File: config.mk
export PLATFORM = sky130hd
export DESIGN_NAME = lsc_resolve
export DESIGN_NICKNAME = d
export VERILOG_FILES = /design/src/hw/rtl/lsc_pkg.sv /design/src/hw/rtl/lsc_resolve.sv
export SDC_FILE = /design/constraint.sdc
export NUM_CORES = 1
export LEC_CHECK = 0
export ABC_CLOCK_PERIOD_IN_PS = 1400
export BUFFER_PORTS_ARGS = -buffer_cell sky130_fd_sc_hd__buf_4
export CAP_MARGIN = 5
export CORE_ASPECT_RATIO = 1.75
export CORE_MARGIN = 3
export CORE_UTILIZATION = 57
export CTS_BUF_LIST = sky130_fd_sc_hd__clkbuf_4 sky130_fd_sc_hd__clkbuf_8
export CTS_CLUSTER_DIAMETER = 150
export DETAILED_ROUTE_END_ITERATION = 7
export PLACE_DENSITY = 0.9
export SETUP_SLACK_MARGIN = 0.05
export SKIP_LAST_GASP = 1
export SLEW_MARGIN = 20
export SYNTH_ARGS = -nofsm -noshare
export SYNTH_HDL_FRONTEND = slang
export SYNTH_SLANG_ARGS = --single-unit
File: constraint.sdc
create_clock -name clk -period 1.4 [get_ports clk]
set_clock_uncertainty 0.05 [all_clocks]
set_input_delay 0.35 -clock clk [delete_from_list [all_inputs] [get_ports clk]]
set_output_delay 0.35 -clock clk [all_outputs]
set_load 0.005 [all_outputs]
File: src/hw/rtl/lsc_pkg.sv
`default_nettype none
package lsc_pkg;

    localparam int COORD_BITS  = 16;
    localparam int CLIP_PASSES = 8;
    localparam int DIV_STAGES  = 4;
    localparam int DIV_BITS    = COORD_BITS / DIV_STAGES;

    localparam logic [3:0] OC_LEFT   = 4'b0001;
    localparam logic [3:0] OC_RIGHT  = 4'b0010;
    localparam logic [3:0] OC_BOTTOM = 4'b0100;
    localparam logic [3:0] OC_TOP    = 4'b1000;

    localparam logic [1:0] REG_LEFT   = 2'd0;
    localparam logic [1:0] REG_RIGHT  = 2'd1;
    localparam logic [1:0] REG_BOTTOM = 2'd2;
    localparam logic [1:0] REG_TOP    = 2'd3;

    typedef logic signed [COORD_BITS-1:0] coord_t;

    typedef struct packed {
        coord_t left;
        coord_t right;
        coord_t bottom;
        coord_t top;
    } win_t;

    typedef struct packed {
        logic   done;
        logic   acc;
        coord_t x0;
        coord_t y0;
        coord_t x1;
        coord_t y1;
    } seg_t;

    function automatic logic [3:0] outcode(coord_t x, coord_t y, win_t w);
        logic [3:0] c;
        c = 4'b0000;
        if (x < w.left)   c = c | OC_LEFT;
        if (x > w.right)  c = c | OC_RIGHT;
        if (y < w.bottom) c = c | OC_BOTTOM;
        if (y > w.top)    c = c | OC_TOP;
        return c;
    endfunction

endpackage
`default_nettype wire

File: src/hw/rtl/lsc_resolve.sv
`default_nettype none
module lsc_resolve import lsc_pkg::*; (
    input  wire logic clk,
    input  wire logic rst_n,
    input  wire logic adv,
    input  wire win_t win,
    input  wire logic in_valid,
    input  wire seg_t in_seg,
    output logic      out_valid,
    output logic      out_acc,
    output seg_t      out_seg
);

    logic valid_reg, acc_reg;
    seg_t seg_reg;
    logic acc_next;

    always_comb
    begin
        if (in_seg.done)
            acc_next = in_seg.acc;
        else
            acc_next = ((outcode(in_seg.x0, in_seg.y0, win)
                       | outcode(in_seg.x1, in_seg.y1, win)) == 4'b0000);
    end

    always_ff @(posedge clk or negedge rst_n)
    begin
        if (!rst_n)
            valid_reg <= 1'b0;
        else if (adv)
            valid_reg <= in_valid;
    end

    always_ff @(posedge clk)
    begin
        if (adv)
        begin
            acc_reg <= acc_next;
            seg_reg <= acc_next ? in_seg : '0;
        end
    end

    assign out_valid = valid_reg;
    assign out_acc   = acc_reg;
    assign out_seg   = seg_reg;

endmodule
`default_nettype wire

==> PnR_summary.wiki, run 1 <==
{| class="wikitable"
! Metric !! Value
|-
| Sequential area share after synthesis || between 30% and 40%
|-
| Vias in the first global route || 10307
|-
| Overall die height || ~140 um
|-
| Starting density of the core || 59.1%
|-
| Mapped Cells || between 600 and 700
|-
| Post-DP HPWL || between 20000 and 25000 um
|-
| Mapped cell area || just over 6000 sq um
|-
| Fraction of registers with async set or reset after synthesis || 1.47%
|-
| Number of sinks on the clock net || 68
|-
| PortBufs || 201
|-
| Total of warnings raised by yosys || 0
|-
| Global placement routability congestion || approximately 1
|-
| Placed Cells incl. Taps || about 1100
|-
| Pin count of the biggest net entering global routing || 36
|-
| Failed at || 5_1_grt
|-
| Result of the run || aborted with a tool error
|-
| Wire length of the first global-routing pass || about 66000 um
|-
| Number of buffers inserted during clock tree synthesis || 9
|-
| Tool error || [ERROR GRT-0116] Global routing finished with congestion. Check the congestion regions in the DRC Viewer.
|-
| Deepest level of the CTS H-tree || 3
|-
| Syn_nets || between 900 and 1000
|-
| Number of flip-flops and latches in the synthesized netlist || between 60 and 70
|-
| Row count || 49
|-
| Clock root cell || clkbuf_8
|-
| Total I/O pin count || 202
|-
| Average instance area after synthesis || 9.09 sq um
|-
| Global Route Usage Sum || between 70 and 80%
|-
| Library cells used by synthesis || 50
|-
| Count of flip-flops with a built-in enable after synthesis || 67
|-
| Post-place instance area || between 9000 and 10000 sq um
|-
| Remaining Overflow, GRT || roughly 180
|-
| Width of the die || ~85 um
|-
| Max Root-Sink Buffers || 2
|-
| Dominant register cell in the synthesized netlist || edfxtp_1
|}
## layer usage
layer | overflow | track usage (%)
met5 | 0 | 0
met2 | 121 | 98.1
met4 | 57 | 84.7
met3 | 0 | 42.7
met1 | 1 | 70.0
## synthesized netlist by cell type, types with 2 or more instances
cell type	count	area share [%]
ha_1	124	25
nand2_1	83	5.1
nand4_1	80	8.1
inv_1	70	4.3
edfxtp_1	67	33
o21ai_1	40	3.2
a21oi_1	34	2.8
o21ai_0	29	2.4
clkbuf_1	27	1.6
nor2_1	16	0.97
a21o_1	15	1.8
nor2b_1	9	0.91
o211ai_1	7	0.85
a211oi_1	5	0.61
a31oi_1	5	0.51
buf_6	5	0.91
nand2b_1	5	0.51
nand3_1	5	0.41
a221o_1	4	0.65
o32ai_1	4	0.57
a2111oi_0	3	0.43
nor4_1	3	0.30
o21bai_1	3	0.37
or3_1	3	0.30
a211o_1	2	0.28
a21boi_0	2	0.24
and4_1	2	0.28
o221ai_1	2	0.28
o31ai_1	2	0.24
or2_2	2	0.20
## logic make-up after synthesis
kind of cell | synth area share [%]
and+or+nand+nor | 18.0
AOI/OAI and AO/OA | 16.5
adders and majority gates | 25.2
buffers and inverters | 6.95
DFF | 33.1
muxes | 0.345
## metrics by stage
step	worst slack [ps]	TNS (ps)
after CTS	-1420	-88840
after detailed placement	-1900	-114360
after global placement	-1700	-106860
after floorplan	-1290	-83420
## timing repair
action / in CTS
gates resized for setup: 93
hold buffers: 1
endpoints found under the setup margin: 72
endpoints found under the hold margin: 1
gates cloned: 8
buffers inserted: 11
pin swaps: 31
==> inputs of run 2 (changes only) <==
--- a/config.mk
+++ b/config.mk
@@ -8,14 +8,10 @@
 export ABC_CLOCK_PERIOD_IN_PS = 1400
 export BUFFER_PORTS_ARGS = -buffer_cell sky130_fd_sc_hd__buf_4
 export CAP_MARGIN = 5
-export CORE_ASPECT_RATIO = 1.75
 export CORE_MARGIN = 3
-export CORE_UTILIZATION = 57
-export CTS_BUF_LIST = sky130_fd_sc_hd__clkbuf_4 sky130_fd_sc_hd__clkbuf_8
-export CTS_CLUSTER_DIAMETER = 150
+export CORE_UTILIZATION = 40
 export DETAILED_ROUTE_END_ITERATION = 7
-export PLACE_DENSITY = 0.9
-export SETUP_SLACK_MARGIN = 0.05
+export PLACE_DENSITY_LB_ADDON = 0.15
 export SKIP_LAST_GASP = 1
 export SLEW_MARGIN = 20
 export SYNTH_ARGS = -nofsm -noshare
==> run 2 against run 1 <==
  * The flow now finishes, with violations (negative setup slack)
  * Synthesized cell count stayed put
  * Synthesized area stayed put
==> PnR_summary.wiki, run 2 <==
{| class="wikitable"
! Metric !! Value
|-
| Most frequent cells in the layout || 340 x buf_4, 115 x ha_1, 83 x nand2_1, 80 x nand4_1, 67 x edfxtp_1
|-
| Worst slack after detailed placement || -1810 ps (was -1900 ps)
|-
| Dominant register cell in the synthesized netlist || edfxtp_1 (unchanged)
|-
| Class of the most critical setup path || input pin to register
|-
| CP endpoint kind || register
|-
| Vias in the first global route || roughly 6700
|-
| Final setup margin || -1380 ps
|-
| Gr busiest metal || met2
|-
| Syn_nets || 936 (unchanged)
|-
| Area share of the largest cell type after synthesis || 32.7% (unchanged)
|-
| Post-layout net count || between 1000 and 1500
|-
| Placeable Area || approximately 15000 sq um
|-
| Wirelength per Cell || 19.8 um
|-
| Sequential area share after synthesis || 33.1% (unchanged)
|-
| Min-Delay Path Class || input pin to register
|-
| Count of flip-flops with a built-in enable after synthesis || 67 (unchanged)
|-
| Met1 track demand over resource in global routing || a little over a third
|-
| Width of the die || 130 um (was 84.6 um)
|-
| Clock Latency Late Sink || between 300 and 400 ps
|-
| Critical Path Source Type || input pin
|-
| Number of inserted filler cells in the final layout || between 1000 and 1500
|-
| Reg2Reg Depth || 1
|-
| Multi-input gate area || 4220 sq um
|-
| Reg area || between 2000 and 2500 sq um
|-
| Total leakage power || 4.69 nW
|-
| Violated checks || negative setup slack
|-
| Number of flip-flops under the largest register name || 66
|-
| Final Hold Viols || 0
|-
| TritonCTS clock tree || built
|-
| Pin count of the biggest net entering global routing || 46
|-
| Unrepaired setup endpoints after global routing || true
|-
| Normalized max-slew margin || approximately half
|-
| Overall die height || 130 um (was 144 um)
|-
| Number of antenna violations at the first check in global routing || 0
|-
| Filler-free cell count of the finished design || around 1200
|-
| Global Route Usage Sum || between 20% and 30%
|-
| Placed Cells incl. Taps || 1178 (was 1122)
|-
| Areal power density over the cells || about 760 nW/um^2
|-
| Hold_sp || in_valid
|-
| Biggest fanout along the worst timing path || 7
|-
| Average instance area after synthesis || 9.09 sq um (unchanged)
|-
| Number of buffers inserted during clock tree synthesis || 9 (unchanged)
|-
| Post-synthesis cell type with the largest combined area || edfxtp_1 (unchanged)
|-
| Maximum vdd ir drop || 0.628 mV
|-
| Clock-pin slew on the worst setup and hold paths || approximately 60 ps
|-
| Global placement routability congestion || 0.929 (was 1.01)
|-
| Mapped cell area || 6160 sq um (unchanged)
|-
| Final ANT Viol Nets || 0
|-
| Hold path depth || 2
|-
| Total I/O pin count || 202 (unchanged)
|-
| Remaining Overflow, GRT || 0
|-
| Share of final-layout standard cells stronger than drive strength 1 || a little under half
|-
| Most repeated cell in the gate-level netlist after synthesis || ha_1 (unchanged)
|-
| WP data required || 1550 ps
|-
| First-pass iteration count of the detailed router || 5
|-
| Met2 global-route usage || about 44%
|-
| Final slew viol count || 0
|-
| Launching point of the worst reg2reg path || out_valid
|-
| Data arrival time of the worst path || a little under 3000 ps
|-
| Iter 0 DRT Violations || around 560
|-
| Starting density of the core || 41.6% (was 59.1%)
|-
| Vias per Instance || between 5 and 6
|-
| Mapped Cells || 678 (unchanged)
|-
| Most numerous cell types in the synthesized netlist || 124 x ha_1, 83 x nand2_1, 80 x nand4_1, 70 x inv_1, 67 x edfxtp_1 (unchanged)
|-
| Antenna Diode Count || 0
|-
| Via count || 6874
|-
| Most frequent standard cell in the layout excluding fill and tap cells || buf_4
|-
| Deepest level of the CTS H-tree || 3 (unchanged)
|-
| Fraction of registers with async set or reset after synthesis || 1.47% (unchanged)
|-
| Worst setup path start || in_seg[44]
|-
| Global-route track usage on met3 || between 4 and 5%
|-
| Number of sinks on the clock net || 68 (unchanged)
|-
| Library cells used by synthesis || 50 (unchanged)
|-
| Number of flip-flops and latches in the synthesized netlist || 68 (unchanged)
|-
| Row count || 44 (was 49)
|-
| Max Root-Sink Buffers || 2 (unchanged)
|-
| Fin crit share || 199%
|-
| # Max-Cap Violations || 0
|-
| Clock root cell || clkbuf_16 (was clkbuf_8)
|-
| Area enclosed by the die boundary || around 17000 sq um
|-
| Final setup violating endpoints || 66
|-
| Result of the run || finished with violations (was aborted with a tool error)
|-
| Post-synthesis to final-layout area growth || 63.1%
|-
| Maximum clock rate || between 300 and 400 MHz
|-
| Pin slew with the least headroom to its limit || 752 ps
|-
| Post-DP HPWL || 18500 um (was 21300 um)
|-
| Total of warnings raised by yosys || 0 (unchanged)
|-
| Largest cells by area after synthesis || edfxtp_1 33%, ha_1 25%, nand4_1 8.1%, nand2_1 5.1%, inv_1 4.3% (unchanged)
|-
| Min cycle time layout || between 2000 and 3000 ps
|-
| DRC errors left || 0
|-
| Wire length of the first global-routing pass || around 35000 um
|-
| Wirelength, routed || 24000 um
|-
| PortBufs || 201 (unchanged)
|}
run 2: cell counts after synthesis:
Identical to the previous run, type by type.
run 2: path summary, 6_finish.rpt:
| path | to | slack [ps] |
|---|---|---|
| setup reg to reg | out_valid | 590 |
| min in group asynchronous | out_valid | 270 |
| hold / removal | out_valid | 200 |
| max in group asynchronous | out_valid | 950 |
| setup / recovery | out_seg[20] | -1380 |
| hold reg to reg | out_valid | 480 |
run 2: cell families (layout without fill, tap and decap cells):
kind of cell	Yosys count	count (layout)	synth area share (%)
adder cells (fa/ha/maj)	124	124	25.2
AND/OR/NAND/NOR	215	217	18.0
buffers and inverters	104	452	6.95
flip-flops	68	68	33.1
multiplexers	2	2	0.345
AO/OA/AOI/OAI	165	165	16.5
run 2: cell type report:
class	count	area share (%)
Clock inverter	6	0.897
Timing Repair Buffer	365	29.4
Tap cell	184	2.29
Multi-Input combinational cell	508	42.0
Inverter	71	2.93
Clock buffer	10	2.28
Sequential cell	68	20.3
run 2: what timing repair did:
item / CTS / global route
endpoints found under the hold margin: 1 / 0
setup endpoints to repair: 66 / 66
hold buffers: 1 / 0
setup buffers: 8 / 4
gates resized for setup: 50 / 82
gates cloned: 2 / 4
pin swaps: 12 / 45
run 2: report_power, final:
| group | leakage (nW) | internal (W) | switching (W) |
|---|---|---|---|
| logic | 3.89 | 0.00133 | 0.00137 |
| registers | 0.653 | 0.00240 | 0.0000554 |
| clock network | 0.153 | 0.00156 | 0.000927 |
| total | 4.69 | 0.00530 | 0.00235 |
run 2: metrics by stage:
stage               cell area [sq um]  utilization [%]  TNS (ps)  power [W]  hold WS, ps
floorplan                        6310                -    -83420    0.00349         4.41
global placement                 9100             61.5   -112910    0.00486         75.8
detailed placement               9100             61.5   -112510    0.00492         75.5
CTS                              9660             65.2    -88170    0.00750          194
global route                    10000             67.8    -92310    0.00798          199
finish                          10000             67.8    -86260    0.00765          198
run 2: critical path, stage by stage:
cell and delay, ps:
buf_4 140, ha_4 230, nand4_1 140, or2_4 150, o21bai_1 60, or4_1 520, a221o_1 360, or4_4 490
buf_12 180, clkbuf_16 170, o21ai_2 130
run 2: per-layer routing:
metal | part of all wire (%) | up-vias
met5 | 0 | -
met4 | 1.7 | 0
met3 | 6.6 | 34
met2 | 46 | 301
met1 | 45 | 3281
li1 | - | 3258
Power figures use the tool's default switching activity.
