[src/hw/rtl/lsc_pkg.sv]
`default_nettype none
package lsc_pkg;

    localparam int COORD_BITS  = 16;
    localparam int CLIP_PASSES = 8;
    localparam int DIV_STAGES  = 4;
    localparam int DIV_BITS    = COORD_BITS / DIV_STAGES;

    localparam logic [3:0] OC_LEFT   = 4'b0001;
    localparam logic [3:0] OC_RIGHT  = 4'b0010;
    localparam logic [3:0] OC_BOTTOM = 4'b0100;
    localparam logic [3:0] OC_TOP    = 4'b1000;

    localparam logic [1:0] REG_LEFT   = 2'd0;
    localparam logic [1:0] REG_RIGHT  = 2'd1;
    localparam logic [1:0] REG_BOTTOM = 2'd2;
    localparam logic [1:0] REG_TOP    = 2'd3;

    typedef logic signed [COORD_BITS-1:0] coord_t;

    typedef struct packed {
        coord_t left;
        coord_t right;
        coord_t bottom;
        coord_t top;
    } win_t;

    typedef struct packed {
        logic   done;
        logic   acc;
        coord_t x0;
        coord_t y0;
        coord_t x1;
        coord_t y1;
    } seg_t;

    function automatic logic [3:0] outcode(coord_t x, coord_t y, win_t w);
        logic [3:0] c;
        c = 4'b0000;
        if (x < w.left)   c = c | OC_LEFT;
        if (x > w.right)  c = c | OC_RIGHT;
        if (y < w.bottom) c = c | OC_BOTTOM;
        if (y > w.top)    c = c | OC_TOP;
        return c;
    endfunction

endpackage
`default_nettype wire

[src/hw/rtl/lsc_pass.sv]
`default_nettype none
module lsc_pass import lsc_pkg::*; (
    input  wire logic clk,
    input  wire logic rst_n,
    input  wire logic adv,
    input  wire win_t win,
    input  wire logic in_valid,
    input  wire seg_t in_seg,
    output logic      out_valid,
    output seg_t      out_seg
);

    // decide stage
    logic                  d_valid_reg;
    seg_t                  d_seg_reg;
    logic                  d_m_reg, d_horiz_reg, d_neg_reg;
    coord_t                d_edge_reg;
    logic [COORD_BITS-1:0] d_ua_reg, d_ub_reg, d_den_reg;

    // multiply stage
    logic                    p_valid_reg;
    seg_t                    p_seg_reg;
    logic                    p_m_reg, p_horiz_reg, p_neg_reg;
    coord_t                  p_edge_reg;
    logic [COORD_BITS-1:0]   p_den_reg;
    logic [2*COORD_BITS-1:0] p_prod_reg;

    // divide stages
    logic                  v_valid_reg [DIV_STAGES];
    seg_t                  v_seg_reg   [DIV_STAGES];
    logic                  v_m_reg     [DIV_STAGES];
    logic                  v_horiz_reg [DIV_STAGES];
    logic                  v_neg_reg   [DIV_STAGES];
    coord_t                v_edge_reg  [DIV_STAGES];
    logic [COORD_BITS-1:0] v_den_reg   [DIV_STAGES];
    logic [COORD_BITS-1:0] v_rem_reg   [DIV_STAGES];
    logic [COORD_BITS-1:0] v_lo_reg    [DIV_STAGES];
    logic [COORD_BITS-1:0] v_quo_reg   [DIV_STAGES];

    // apply stage
    logic a_valid_reg;
    seg_t a_seg_reg;

    // decide logic
    logic [3:0]          oc0, oc1, c;
    logic                m_next, horiz_next;
    coord_t              edge_next, xm, ym, xo, yo;
    logic signed [COORD_BITS:0] sa, sb, sden;
    seg_t                seg_next;

    function automatic logic [COORD_BITS-1:0] mag(logic signed [COORD_BITS:0] v);
        logic signed [COORD_BITS:0] n;
        n = -v;
        return v[COORD_BITS] ? n[COORD_BITS-1:0] : v[COORD_BITS-1:0];
    endfunction

    always_comb
    begin
        oc0      = outcode(in_seg.x0, in_seg.y0, win);
        oc1      = outcode(in_seg.x1, in_seg.y1, win);
        m_next   = (oc0 == 4'b0000);
        c        = m_next ? oc1 : oc0;
        xm       = m_next ? in_seg.x1 : in_seg.x0;
        ym       = m_next ? in_seg.y1 : in_seg.y0;
        xo       = m_next ? in_seg.x0 : in_seg.x1;
        yo       = m_next ? in_seg.y0 : in_seg.y1;
        seg_next = in_seg;
        if (!in_seg.done)
        begin
            if ((oc0 | oc1) == 4'b0000)
            begin
                seg_next.done = 1'b1;
                seg_next.acc  = 1'b1;
            end
            else if ((oc0 & oc1) != 4'b0000)
            begin
                seg_next.done = 1'b1;
                seg_next.acc  = 1'b0;
            end
        end
        horiz_next = 1'b1;
        priority if ((c & OC_TOP) != 4'b0000)
            edge_next = win.top;
        else if ((c & OC_BOTTOM) != 4'b0000)
            edge_next = win.bottom;
        else if ((c & OC_RIGHT) != 4'b0000)
        begin
            edge_next  = win.right;
            horiz_next = 1'b0;
        end
        else
        begin
            edge_next  = win.left;
            horiz_next = 1'b0;
        end
        if (horiz_next)
        begin
            sa   = {xo[COORD_BITS-1], xo} - {xm[COORD_BITS-1], xm};
            sb   = {edge_next[COORD_BITS-1], edge_next} - {ym[COORD_BITS-1], ym};
            sden = {yo[COORD_BITS-1], yo} - {ym[COORD_BITS-1], ym};
        end
        else
        begin
            sa   = {yo[COORD_BITS-1], yo} - {ym[COORD_BITS-1], ym};
            sb   = {edge_next[COORD_BITS-1], edge_next} - {xm[COORD_BITS-1], xm};
            sden = {xo[COORD_BITS-1], xo} - {xm[COORD_BITS-1], xm};
        end
    end

    // restoring divide, several quotient bits per stage
    typedef struct packed {
        logic [COORD_BITS-1:0] rem;
        logic [COORD_BITS-1:0] lo;
        logic [COORD_BITS-1:0] quo;
    } dstep_t;

    function automatic dstep_t div_step(dstep_t s, logic [COORD_BITS-1:0] den);
        dstep_t              r;
        logic [COORD_BITS:0] t;
        r = s;
        for (int i = 0; i < DIV_BITS; i++)
        begin
            t = {r.rem, r.lo[COORD_BITS-1]};
            r.lo = {r.lo[COORD_BITS-2:0], 1'b0};
            if (t >= {1'b0, den})
            begin
                t     = t - {1'b0, den};
                r.quo = {r.quo[COORD_BITS-2:0], 1'b1};
            end
            else
                r.quo = {r.quo[COORD_BITS-2:0], 1'b0};
            r.rem = t[COORD_BITS-1:0];
        end
        return r;
    endfunction

    dstep_t ds_in  [DIV_STAGES];
    dstep_t ds_out [DIV_STAGES];

    always_comb
    begin
        ds_in[0] = '{rem: p_prod_reg[2*COORD_BITS-1:COORD_BITS],
                     lo: p_prod_reg[COORD_BITS-1:0], quo: '0};
        ds_out[0] = div_step(ds_in[0], p_den_reg);
        for (int k = 1; k < DIV_STAGES; k++)
        begin
            ds_in[k]  = '{rem: v_rem_reg[k-1], lo: v_lo_reg[k-1], quo: v_quo_reg[k-1]};
            ds_out[k] = div_step(ds_in[k], v_den_reg[k-1]);
        end
    end

    // apply logic
    localparam int L = DIV_STAGES - 1;
    logic signed [COORD_BITS:0] q_s, base_s, sum_s;
    seg_t                       a_seg_next;

    always_comb
    begin
        q_s = v_neg_reg[L] ? -$signed({1'b0, v_quo_reg[L]}) : $signed({1'b0, v_quo_reg[L]});
        a_seg_next = v_seg_reg[L];
        if (v_horiz_reg[L])
            base_s = v_m_reg[L] ? {v_seg_reg[L].x1[COORD_BITS-1], v_seg_reg[L].x1}
                                : {v_seg_reg[L].x0[COORD_BITS-1], v_seg_reg[L].x0};
        else
            base_s = v_m_reg[L] ? {v_seg_reg[L].y1[COORD_BITS-1], v_seg_reg[L].y1}
                                : {v_seg_reg[L].y0[COORD_BITS-1], v_seg_reg[L].y0};
        sum_s = base_s + q_s;
        if (!v_seg_reg[L].done)
        begin
            if (v_horiz_reg[L])
            begin
                if (v_m_reg[L])
                begin
                    a_seg_next.x1 = sum_s[COORD_BITS-1:0];
                    a_seg_next.y1 = v_edge_reg[L];
                end
                else
                begin
                    a_seg_next.x0 = sum_s[COORD_BITS-1:0];
                    a_seg_next.y0 = v_edge_reg[L];
                end
            end
            else
            begin
                if (v_m_reg[L])
                begin
                    a_seg_next.y1 = sum_s[COORD_BITS-1:0];
                    a_seg_next.x1 = v_edge_reg[L];
                end
                else
                begin
                    a_seg_next.y0 = sum_s[COORD_BITS-1:0];
                    a_seg_next.x0 = v_edge_reg[L];
                end
            end
        end
    end

    always_ff @(posedge clk or negedge rst_n)
    begin
        if (!rst_n)
        begin
            d_valid_reg <= 1'b0;
            p_valid_reg <= 1'b0;
            a_valid_reg <= 1'b0;
            for (int k = 0; k < DIV_STAGES; k++)
                v_valid_reg[k] <= 1'b0;
        end
        else if (adv)
        begin
            d_valid_reg <= in_valid;
            p_valid_reg <= d_valid_reg;
            v_valid_reg[0] <= p_valid_reg;
            for (int k = 1; k < DIV_STAGES; k++)
                v_valid_reg[k] <= v_valid_reg[k-1];
            a_valid_reg <= v_valid_reg[L];
        end
    end

    always_ff @(posedge clk)
    begin
        if (adv)
        begin
            d_seg_reg   <= seg_next;
            d_m_reg     <= m_next;
            d_horiz_reg <= horiz_next;
            d_neg_reg   <= sa[COORD_BITS] ^ sb[COORD_BITS] ^ sden[COORD_BITS];
            d_edge_reg  <= edge_next;
            d_ua_reg    <= mag(sa);
            d_ub_reg    <= mag(sb);
            d_den_reg   <= mag(sden);

            p_seg_reg   <= d_seg_reg;
            p_m_reg     <= d_m_reg;
            p_horiz_reg <= d_horiz_reg;
            p_neg_reg   <= d_neg_reg;
            p_edge_reg  <= d_edge_reg;
            p_den_reg   <= d_den_reg;
            p_prod_reg  <= d_ua_reg * d_ub_reg;

            v_seg_reg[0]   <= p_seg_reg;
            v_m_reg[0]     <= p_m_reg;
            v_horiz_reg[0] <= p_horiz_reg;
            v_neg_reg[0]   <= p_neg_reg;
            v_edge_reg[0]  <= p_edge_reg;
            v_den_reg[0]   <= p_den_reg;
            for (int k = 1; k < DIV_STAGES; k++)
            begin
                v_seg_reg[k]   <= v_seg_reg[k-1];
                v_m_reg[k]     <= v_m_reg[k-1];
                v_horiz_reg[k] <= v_horiz_reg[k-1];
                v_neg_reg[k]   <= v_neg_reg[k-1];
                v_edge_reg[k]  <= v_edge_reg[k-1];
                v_den_reg[k]   <= v_den_reg[k-1];
            end
            for (int k = 0; k < DIV_STAGES; k++)
            begin
                v_rem_reg[k] <= ds_out[k].rem;
                v_lo_reg[k]  <= ds_out[k].lo;
                v_quo_reg[k] <= ds_out[k].quo;
            end

            a_seg_reg <= a_seg_next;
        end
    end

    assign out_valid = a_valid_reg;
    assign out_seg   = a_seg_reg;

endmodule
`default_nettype wire

[config.mk]
export PLATFORM = sky130hd
export DESIGN_NAME = lsc_pass
export DESIGN_NICKNAME = d
export VERILOG_FILES = /design/src/hw/rtl/lsc_pkg.sv /design/src/hw/rtl/lsc_pass.sv
export SDC_FILE = /design/constraint.sdc
export NUM_CORES = 2
export LEC_CHECK = 0
export ABC_CLOCK_PERIOD_IN_PS = 15960
export BUFFER_PORTS_ARGS = -buffer_cell sky130_fd_sc_hd__buf_2
export CELL_PAD_IN_SITES_DETAIL_PLACEMENT = 0
export CELL_PAD_IN_SITES_GLOBAL_PLACEMENT = 1
export CORE_MARGIN = 5
export CORE_UTILIZATION = 40
export DETAILED_ROUTE_END_ITERATION = 6
export PLACE_DENSITY_LB_ADDON = 0.1
export SYNTH_ARGS = -nofsm -noshare
export SYNTH_HDL_FRONTEND = slang
export SYNTH_SLANG_ARGS = --single-unit
[constraint.sdc]
create_clock -name clk -period 15.96 [get_ports clk]
set_clock_uncertainty 0.05 [all_clocks]
set_input_delay 1.596 -clock clk [delete_from_list [all_inputs] [get_ports clk]]
set_output_delay 1.596 -clock clk [all_outputs]
set_load 0.03 [all_outputs]
==> flow_summary.ini <==
[status]
status = completed

[min_path]
hold_path.class = flip-flop to flip-flop
min_from = v_seg_reg[2][13]

[global_route]
grt-busiest-layer = met2
met1_usage = 0.292
grt_pass1_wl_um = 236000
antenna_found_initial = 17
grt_max_degree = 173
overflow = 0
met2_usage = 0.317
grtUsageMet3 = 0.0287
grtUsageTotal = 0.202
grt_pass1_vias = 38985

[synthesis]
synth.ff_latch_count = 839
ys_types = 112
synthArstFlopShare = 0.00834
syn_nets = 6163
synth_edf_count = 832
syn_area_um2 = 57700
syn_area_per_cell_um2 = 10.9
synth-seq-area-share = 0.436
postSynthCellCount = 5297
ys_warn_count = 0
synth_flop_cell = edfxtp_1

[critical_path]
crit_fanout = 22
cp.arrival_ns = 14.57
cp.required_ns = 16.34
critPathLaunch = p_den_reg[1]
path_buf_inv = 5
crit_path_top_delay_cell = mux2i_4
rrSetupSlack_ns = 1.77
crit_family = compound AO/OA/AOI/OAI gates
worstSetupEndpointType = flip-flop
worstSetupStartpointType = flip-flop
path_class = flip-flop to flip-flop
reg2reg_from = p_den_reg[1]
slowest_delay_ns = 0.51

[clocking]
root_buffer = clkbuf_16
numClockSinks = 839
cts_max_level = 3
cts_buffers = 91
clock_path_buffers = 3
insertion_delay_ns = 0.70
ctsHoldBuffers = 0
clkTransAtPathRegs_ns = 0.06
cts_tree = built

[die]
start_util = 0.402
rows = 139
die_y_um = 390
ios = 201
core_area_um2 = 143000
die-area_um2 = 152000
dieWidth_um = 390

[timing]
worst_pin_slew_ns = 1.04
setup_viol = 0
hold_viol = 0
tns_ns = 0
slew_viol_final = 0
max_freq_mhz = 70.5
rsz0062_at_grt = no
fin_crit_ns = 14.19
timing.final.crit_share = 0.889
relSlewSlack = 0.309
whs_ns = 0.325

[place]
port_buffers = 200
dp.final_hpwl_um = 121000
place.gp.congestion = 0.903

[drt]
vias_per_cell = 5.23
dr_total_vias = 39168
drc_errors = 0
dr.first_iter.drc_count = 2691
ant_nets = 0
routed_wl_um = 154000
dr.pass1.iters = 6
wl_per_cell_um = 20.6

[finish]
fillers = 13651
drive_gt1_frac = 0.115
largest_reg_flops = 264
nets = 6373
multi_input_area_um2 = 29900
fin_util = 0.446
seqCellArea_um2 = 25200
area_delta_synth_final_pct = 10.7

[job]
max-cap-violations = 0
-- per-stage QoR --
stage	worst slack, ns	cells	cell area (um2)
after CTS	1.51	7478	63900
after floorplan	3.04	5297	57700
after detailed placement	1.56	7314	60900
final	1.77	7487	63900
after global routing	0.170	7481	63900
after global placement	1.77	7314	60900
-- what timing repair did --
item                                   CTS  global route
setup endpoints to repair                0            18
gates resized for setup                  0             2
endpoints found under the hold margin    0             0
setup buffers                            0             3
-- metal layers --
| layer | vias to the layer above | share of wire | wire, um |
|---|---|---|---|
| met1 | 18893 | 0.48 | 73700 |
| met4 | 0 | 0.030 | 4560 |
| met2 | 801 | 0.44 | 68300 |
| li1 | 19282 | - | - |
| met5 | - | 0 | 0 |
| met3 | 192 | 0.051 | 7820 |
-- cell families after synthesis --
family / synth area share
AND/OR/NAND/NOR: 0.118
AO/OA/AOI/OAI: 0.114
flip-flops: 0.436
adder cells (fa/ha/maj): 0.192
buffers and inverters: 0.0479
multiplexers: 0.0536
XOR/XNOR: 0.0390
-- Yosys cell counts, types with 7 or more instances --
cell | n | area (um2)
o21a_1 | 32 | 240
and2_1 | 97 | 607
fa_1 | 211 | 4220
ha_1 | 521 | 6520
nand2b_1 | 59 | 369
o31a_1 | 8 | 70.1
nand3_1 | 58 | 290
o211ai_1 | 22 | 165
o21bai_1 | 32 | 240
a31o_2 | 11 | 96.3
xnor2_1 | 196 | 1720
a21boi_0 | 61 | 458
mux4_2 | 16 | 360
nand4_1 | 72 | 450
nor3_1 | 57 | 285
and4_1 | 14 | 123
o21ai_0 | 311 | 1560
a21boi_1 | 16 | 120
mux2_4 | 13 | 195
inv_1 | 586 | 2200
or2_2 | 15 | 93.8
o21ai_1 | 29 | 145
mux2i_1 | 81 | 811
a211o_1 | 7 | 61.3
buf_1 | 13 | 48.8
nor4_1 | 20 | 125
or3_1 | 23 | 144
clkbuf_1 | 86 | 323
a21o_1 | 81 | 608
nand2_1 | 558 | 2090
edfxtp_1 | 832 | 25000
mux2_2 | 145 | 1630
a211oi_1 | 24 | 180
dfrtp_1 | 7 | 175
nor2_1 | 330 | 1240
maj3_1 | 32 | 320
and3_1 | 21 | 131
xor2_1 | 61 | 534
a21oi_1 | 222 | 1110
o31ai_1 | 49 | 368
a31oi_1 | 16 | 100
buf_2 | 11 | 55.1
nor2b_1 | 75 | 469
buf_6 | 7 | 78.8
-- layout make-up --
| type | instances | share of cell area |
|---|---|---|
| Multi-Input combinational cell | 3743 | 0.467 |
| Sequential cell | 839 | 0.393 |
| Antenna cell | 6 | 0.000235 |
| Clock buffer | 111 | 0.0368 |
| Clock inverter | 53 | 0.00984 |
| Tap cell | 1903 | 0.0372 |
| Timing Repair Buffer | 238 | 0.0205 |
| Inverter | 594 | 0.0349 |
-- final timing paths --
kind | to | depth (start not counted)
min in group asynchronous | out_valid | 1
max reg2reg | v_rem_reg[0][1] | 66
min reg2reg | v_seg_reg[3][13] | 0
min | v_seg_reg[3][13] | 0
max | v_rem_reg[0][1] | 66
max in group asynchronous | p_valid_reg | 1
-- cell usage in the layout, fill, tap and decap left out, types with 16 or more instances in the layout --
cell       count
clkbuf_1      20
mux4_2        16
nor2b_1       75
mux2i_1       80
maj3_1        32
nand2b_1      58
buf_2        199
inv_1        586
ha_1         521
o21a_1        31
o21ai_0      308
a21boi_0      61
nand4_1       72
nor3_1        57
o31ai_1       48
buf_4         37
xnor2_1      196
nand3_1       58
xor2_1        61
o211ai_1      22
edfxtp_1     832
mux2_2       145
or3_1         23
and2_1        97
o21bai_1      32
nand2_1      558
a211oi_1      24
o21ai_1       31
a21oi_1      222
a21o_1        81
clkbuf_16     91
clkinv_1      16
a31oi_1       16
a21boi_1      16
nor4_1        20
nor2_1       330
fa_1         211
and3_1        21
Power is left out: the tool's default activity adds up to more than one toggle a clock period on the data nets, which glitch-free logic cannot reach.
